### config.mk
export PLATFORM = sky130hd
export DESIGN_NAME = ptm_sequencer
export DESIGN_NICKNAME = d
export VERILOG_FILES = /design/src/hdl/ptm_pkg.sv /design/src/hdl/ptm_sequencer.sv
export SDC_FILE = /design/constraint.sdc
export NUM_CORES = 1
export LEC_CHECK = 0
export ABC_AREA = 1
export BUFFER_PORTS_ARGS = -buffer_cell sky130_fd_sc_hd__buf_2
export CORE_AREA = 2 2 39 41
export DETAILED_ROUTE_END_ITERATION = 6
export DIE_AREA = 0 0 41 43
export PLACE_DENSITY = 0.59
export SLEW_MARGIN = 20
export SYNTH_ARGS = -nofsm -noshare
export SYNTH_HDL_FRONTEND = slang
export SYNTH_SLANG_ARGS = --single-unit
### constraint.sdc
create_clock -name clk_i -period 1.5 [get_ports clk_i]
set_clock_uncertainty 0.15 [all_clocks]
set_input_delay 0.45 -clock clk_i [delete_from_list [all_inputs] [get_ports clk_i]]
set_output_delay 0.45 -clock clk_i [all_outputs]
set_load 0.05 [all_outputs]
### src/hdl/ptm_pkg.sv
// Shared types and constants for the four-level page table mapper.
// Holds the microcode word layout, step addresses, status codes and entry constants.
// Used by ptm_sequencer, ptm_datapath and four_level_page_table_mapper; no dependencies.
package ptm_pkg;

  // Pool size default and table geometry
  localparam int unsigned POOL_TABLES_DEF = 16;
  localparam int unsigned ENTRIES         = 512;
  localparam int unsigned IDX_W           = 9;
  localparam int unsigned PFN_W           = 20;
  localparam logic [31:0] POOL_BASE_RST   = 32'h0030_0000;

  // Present and write bits of a table entry
  localparam logic [11:0] PTE_PW = 12'h003;

  // Result status codes
  localparam logic [2:0] ST_OK     = 3'd0;
  localparam logic [2:0] ST_MIS_VA = 3'd1;
  localparam logic [2:0] ST_MIS_PA = 3'd2;
  localparam logic [2:0] ST_MAPPED = 3'd3;
  localparam logic [2:0] ST_FULL   = 3'd4;

  // Microprogram step addresses
  localparam int unsigned STEP_W = 3;
  localparam logic [STEP_W-1:0] STEP_IDLE  = 3'd0;
  localparam logic [STEP_W-1:0] STEP_CHECK = 3'd1;
  localparam logic [STEP_W-1:0] STEP_READ  = 3'd2;
  localparam logic [STEP_W-1:0] STEP_EVAL  = 3'd3;
  localparam logic [STEP_W-1:0] STEP_EMIT  = 3'd4;

  // Datapath action of one step
  typedef enum logic [2:0] {
    ACT_NONE,
    ACT_LOAD,
    ACT_CHECK,
    ACT_READ,
    ACT_EVAL,
    ACT_EMIT
  } act_e;

  // Jump condition of one step
  typedef enum logic [2:0] {
    COND_NEVER,
    COND_ALWAYS,
    COND_NO_GO,
    COND_MIS,
    COND_CONT
  } cond_e;

  // One control word: action, jump condition, jump target
  typedef struct packed {
    act_e              act;
    cond_e             cond;
    logic [STEP_W-1:0] target;
  } ctl_t;

  // Datapath flags seen by the sequencer and the top level
  typedef struct packed {
    logic go;
    logic mis;
    logic cont;
    logic clearing;
  } flags_t;

endpackage

### src/hdl/ptm_sequencer.sv
// Microcode sequencer: step counter plus a read-only control program.
// Each step issues one control word and may branch on a datapath flag.
// Depends on ptm_pkg.
module ptm_sequencer (
  input  logic            clk_i,
  input  logic            rst_ni,
  input  ptm_pkg::flags_t flags_i,
  output ptm_pkg::ctl_t   ctl_o
);

  logic [ptm_pkg::STEP_W-1:0] step_q, step_d;
  logic                       taken;

  // Control program, indexed by step
  function automatic ptm_pkg::ctl_t ucode(input logic [ptm_pkg::STEP_W-1:0] step);
    ptm_pkg::ctl_t w;
    w.act    = ptm_pkg::ACT_NONE;
    w.cond   = ptm_pkg::COND_ALWAYS;
    w.target = ptm_pkg::STEP_IDLE;
    unique case (step)
      ptm_pkg::STEP_IDLE: begin
        w.act    = ptm_pkg::ACT_LOAD;
        w.cond   = ptm_pkg::COND_NO_GO;
        w.target = ptm_pkg::STEP_IDLE;
      end
      ptm_pkg::STEP_CHECK: begin
        w.act    = ptm_pkg::ACT_CHECK;
        w.cond   = ptm_pkg::COND_MIS;
        w.target = ptm_pkg::STEP_EMIT;
      end
      ptm_pkg::STEP_READ: begin
        w.act    = ptm_pkg::ACT_READ;
        w.cond   = ptm_pkg::COND_NEVER;
        w.target = ptm_pkg::STEP_IDLE;
      end
      ptm_pkg::STEP_EVAL: begin
        w.act    = ptm_pkg::ACT_EVAL;
        w.cond   = ptm_pkg::COND_CONT;
        w.target = ptm_pkg::STEP_READ;
      end
      ptm_pkg::STEP_EMIT: begin
        w.act    = ptm_pkg::ACT_EMIT;
        w.cond   = ptm_pkg::COND_ALWAYS;
        w.target = ptm_pkg::STEP_IDLE;
      end
      default: begin
        w.act    = ptm_pkg::ACT_NONE;
        w.cond   = ptm_pkg::COND_ALWAYS;
        w.target = ptm_pkg::STEP_IDLE;
      end
    endcase
    return w;
  endfunction

  assign ctl_o = ucode(step_q);

  // Evaluate the branch condition
  always_comb begin
    unique case (ctl_o.cond)
      ptm_pkg::COND_NEVER:  taken = 1'b0;
      ptm_pkg::COND_ALWAYS: taken = 1'b1;
      ptm_pkg::COND_NO_GO:  taken = !flags_i.go;
      ptm_pkg::COND_MIS:    taken = flags_i.mis;
      ptm_pkg::COND_CONT:   taken = flags_i.cont;
      default:              taken = 1'b1;
    endcase
    step_d = taken ? ctl_o.target : step_q + ptm_pkg::STEP_W'(1);
  end

  // Advance the step counter
  always_ff @(posedge clk_i or negedge rst_ni) begin
    if (!rst_ni) begin
      step_q <= ptm_pkg::STEP_IDLE;
    end else begin
      step_q <= step_d;
    end
  end

endmodule

; ---- After elaboration in Yosys (flattened, before gate mapping)
; Index checks and enable logic that the tools add are counted.
[totals]
regBits = 3
inputBits = 6
output_inout_bits = 9
word_cells = 15
[classes]
add_sub_neg = 1
n_eq_ne = 7
mux = 3
reduce_logical = 3
[op_table]
columns = operator, n
row1 = 9-bit case mux with 5 select lines, 1
row2 = 3-bit by 2-bit == test with 1-bit output (second input constant), 4
row3 = 3-bit == test (second input constant), 2
row4 = 3-bit logical NOT, 2
row5 = 1-bit case mux with 4 select lines, 1
row6 = 3-bit by 1-bit adder with 3-bit output (second input constant), 1
row7 = 3-bit by 1-bit == test with 1-bit output (second input constant), 1
row8 = 3-bit two-way mux, 1
row9 = 1-bit logical NOT, 1

; ---- Depth between registers and ports, before layout
[depth]
word_depth = 5
mapped_depth = 11
mapped_depth_nobuf = 11

; ---- Least setup slack after synthesis
; No wires, ideal clock.
[synth_path]
path_type = register -> output
start = register step_q[1] in the netlist's numbering
end = output ctl_o[7] in the netlist's numbering
t_arrival_ns = 1.748
required_time_ns = 0.900
path_slack_ns = -0.848
stages_incl_launch_ff = 5
path_buffers = 0
path_cell_list = dfrtp_1 inv_1 ha_1 inv_1 o21ai_0
[synth_rtl]
columns = element, line
row1 = from (decl), ptm_sequencer.sv:11  ; logic [ptm_pkg::STEP_W-1:0] step_q, step_d;
row2 = from (signal assigned), ptm_sequencer.sv:73  ; step_q <= ptm_pkg::STEP_IDLE;
row3 = from (signal assigned), ptm_sequencer.sv:75  ; step_q <= step_d;
row4 = to (decl), ptm_sequencer.sv:8  ; output ptm_pkg::ctl_t ctl_o

==> impl_metrics.py <==
metrics = {
    "status": {
        "status": "finished, violations left",
        "violations": "setup timing",
    },
    "yosys": {
        "synth_area_sq_um": 329,
        "ys.flop_type": "dfrtp_1",
        "synth_edf_count": 0,
        "ys_async_sr_fraction_pct": 100,
        "synth_cell_type_count": 14,
        "syn_area_per_cell_sq_um": 7.00,
        "synth_cells": 47,
        "synth-seq-cells": 3,
        "seq_area_frac_synth_pct": 22.8,
        "yosys_warnings": 0,
        "synth_nets": 58,
    },
    "clock_network": {
        "cts_sinks": 3,
        "insertion_delay_ns": 0.23,
        "cts_made_buffers": 3,
        "h-tree-depth": 1,
        "tritoncts": "built",
        "path_clk_slew_ns": 0.03,
        "cts.path.max_buffers": 2,
        "cts_root_buf": "clkbuf_4",
    },
    "cells_and_area": {
        "top_regs": "step_q x3",
        "nets": 94,
        "seqCellArea_sq_um": 77.6,
        "largest_reg_flops": 3,
        "layout-drive-gt1-share_pct": 80.5,
        "final_cell_area_sq_um": 805,
        "multi_input_area_sq_um": 323,
        "n_fill_cell": 130,
        "layoutNonFillerInstCount": 98,
        "final_cell_mix": "13 x buf_4, 10 x buf_6",
        "top_register": "step_q",
        "n_antenna_cell": 0,
        "layout_commonest_cell": "buf_4",
        "syn_to_final_growth_pct": 144,
    },
    "critical_path": {
        "critical_path.top_delay_family": "flip-flops",
        "crit_top_cell": "nand2_4",
        "r2r_start": "step_q[1]$_DFF_PN0_",
        "path_class": "flip-flop to output pin",
        "max_stage_delay_ns": 0.42,
        "r2r-end": "step_q[2]$_DFF_PN0_",
        "start_kind": "flip-flop",
        "crit_slowest_cell": "dfrtp_2",
        "reg2regPathDepth": 10,
        "rrSetupSlack_ns": -0.30,
        "path_cells": "inv_4 -> ha_4 -> nand2_4 -> inv_2 -> nor2_4 -> nand2_4 -> buf_8",
        "worstPathArrival_ns": 1.35,
        "path_buf_inv": 3,
        "endpoint_kind": "output pin",
        "worstPathRequired_ns": 0.90,
        "path_max_fanout": 4,
    },
    "global_routing": {
        "antenna_found_initial": 0,
        "grt_start_max_net_pins": 5,
        "grt_remaining_overflow": 0,
        "grt_pass1_wl_um": 1680,
        "track_usage_pct": 14.6,
        "grt_pass1_vias": 437,
    },
    "die": {
        "fp.dieH_um": 43,
        "die_w_um": 41,
        "die_area_sq_mm": 0.00176,
        "row_count": 14,
        "coreArea_sq_mm": 0.00138,
        "io_pins": 15,
        "start_util_pct": 23.8,
    },
    "timing": {
        "final.setup.tns_ns": -3.94,
        "rsz0062_at_grt": "true",
        "hold_viol": 0,
        "setup_viol_count_final": 11,
        "setup_slack_ns": -0.452,
        "clock.fmax_ghz": 0.512,
        "finalCriticalPeriod_ns": 1.95,
        "finalCritPeriodShare_pct": 130,
        "maxSlewViolCount": 0,
    },
    "place": {
        "hpwl_um": 722,
        "routabilityCongestion": 0.730,
        "dp_worst_setup_slack_ns": -0.325,
        "dpl.cell_count": 89,
        "portBuffers": 12,
        "placed_cell_area_sq_um": 578,
    },
    "detailed_routing": {
        "routed_wl_um": 1100,
        "first_iter_violations": 1,
        "vias": 412,
        "drtPass1Iterations": 4,
        "postRouteAntennaNets": 0,
        "drt-vias-per-instance": 4.20,
        "wl_per_cell_um": 11.2,
        "drcViolationCount": 0,
    },
    "run": {
        "maxCapViolCount": 0,
    },
    "worst_hold_path": {
        "hp-class": "primary input to async pin",
    },
}
## stage by stage
step | util [%] | hold WS (ns)
after detailed placement | 41.8 | 0.0998
after global routing | 58.1 | 0.402
after CTS | 54.6 | 0.389
final | 58.1 | 0.403
after global placement | 41.8 | 0.0978
after floorplan | - | 0.00441
## worst reg2reg max path, stage by stage, from the launching register on
cell     delay [ns]
dfrtp_2        0.45
ha_2           0.21
buf_6          0.12
ha_4           0.17
buf_6          0.12
nand3_2        0.08
nor2_2         0.05
a21oi_4        0.14
nand2_2        0.09
nand2_1        0.07
nand2_1        0.05
## synthesized netlist by cell type (2+ instances only)
master,instances,area share [%]
buf_4,2,4.6
nand2_1,11,13
nand3_1,4,6.1
ha_1,5,19
dfrtp_1,3,23
nand2_2,3,5.7
nor2_2,2,3.8
nor2_1,3,3.4
inv_1,9,10
## logic make-up after synthesis
family | share of synthesized area [%]
compound gates | 6.46
fa+ha+maj | 19.0
buf+inv | 16.0
flops | 22.8
other cells | 1.14
simple gates | 34.6
## layer usage
metal,global-route usage [%],part of all wire (%)
met5,0,0
met4,10.0,2.6
met3,2.09,3.4
met2,27.2,61
met1,12.6,33
## final cells by class
class / instances / share of cell area [%]
Clock buffer: 4 / 3.27
Inverter: 10 / 5.29
Multi-Input combinational cell: 32 / 40.1
Sequential cell: 3 / 9.64
Tap cell: 16 / 2.49
Timing Repair Buffer: 33 / 39.2
## how the worst max path moves through the flow
stage / start / end / slack, ns / depth (start not counted)
2_1_floorplan: step_q[1]$_DFF_PN0_ / ctl_o[3] / -0.31 / 6
3_3_place_gp: step_q[1]$_DFF_PN0_ / ctl_o[3] / -0.32 / 7
4_1_cts: step_q[0]$_DFF_PN0_ / ctl_o[3] / -0.46 / 7
5_1_grt: step_q[1]$_DFF_PN0_ / ctl_o[3] / -0.51 / 7
3_5_place_dp: step_q[1]$_DFF_PN0_ / ctl_o[3] / -0.32 / 7
6_report: step_q[1]$_DFF_PN0_ / ctl_o[3] / -0.45 / 7
## timing repair
action	in CTS	in global routing
gates resized for setup	34	14
endpoints found under the hold margin	3	0
hold buffers	1	0
pin swaps	7	2
setup buffers	4	0
setup endpoints to repair	11	11
cloned	0	0
Power is left out: the tool's default activity adds up to more than one toggle a clock period on the data nets, which glitch-free logic cannot reach.
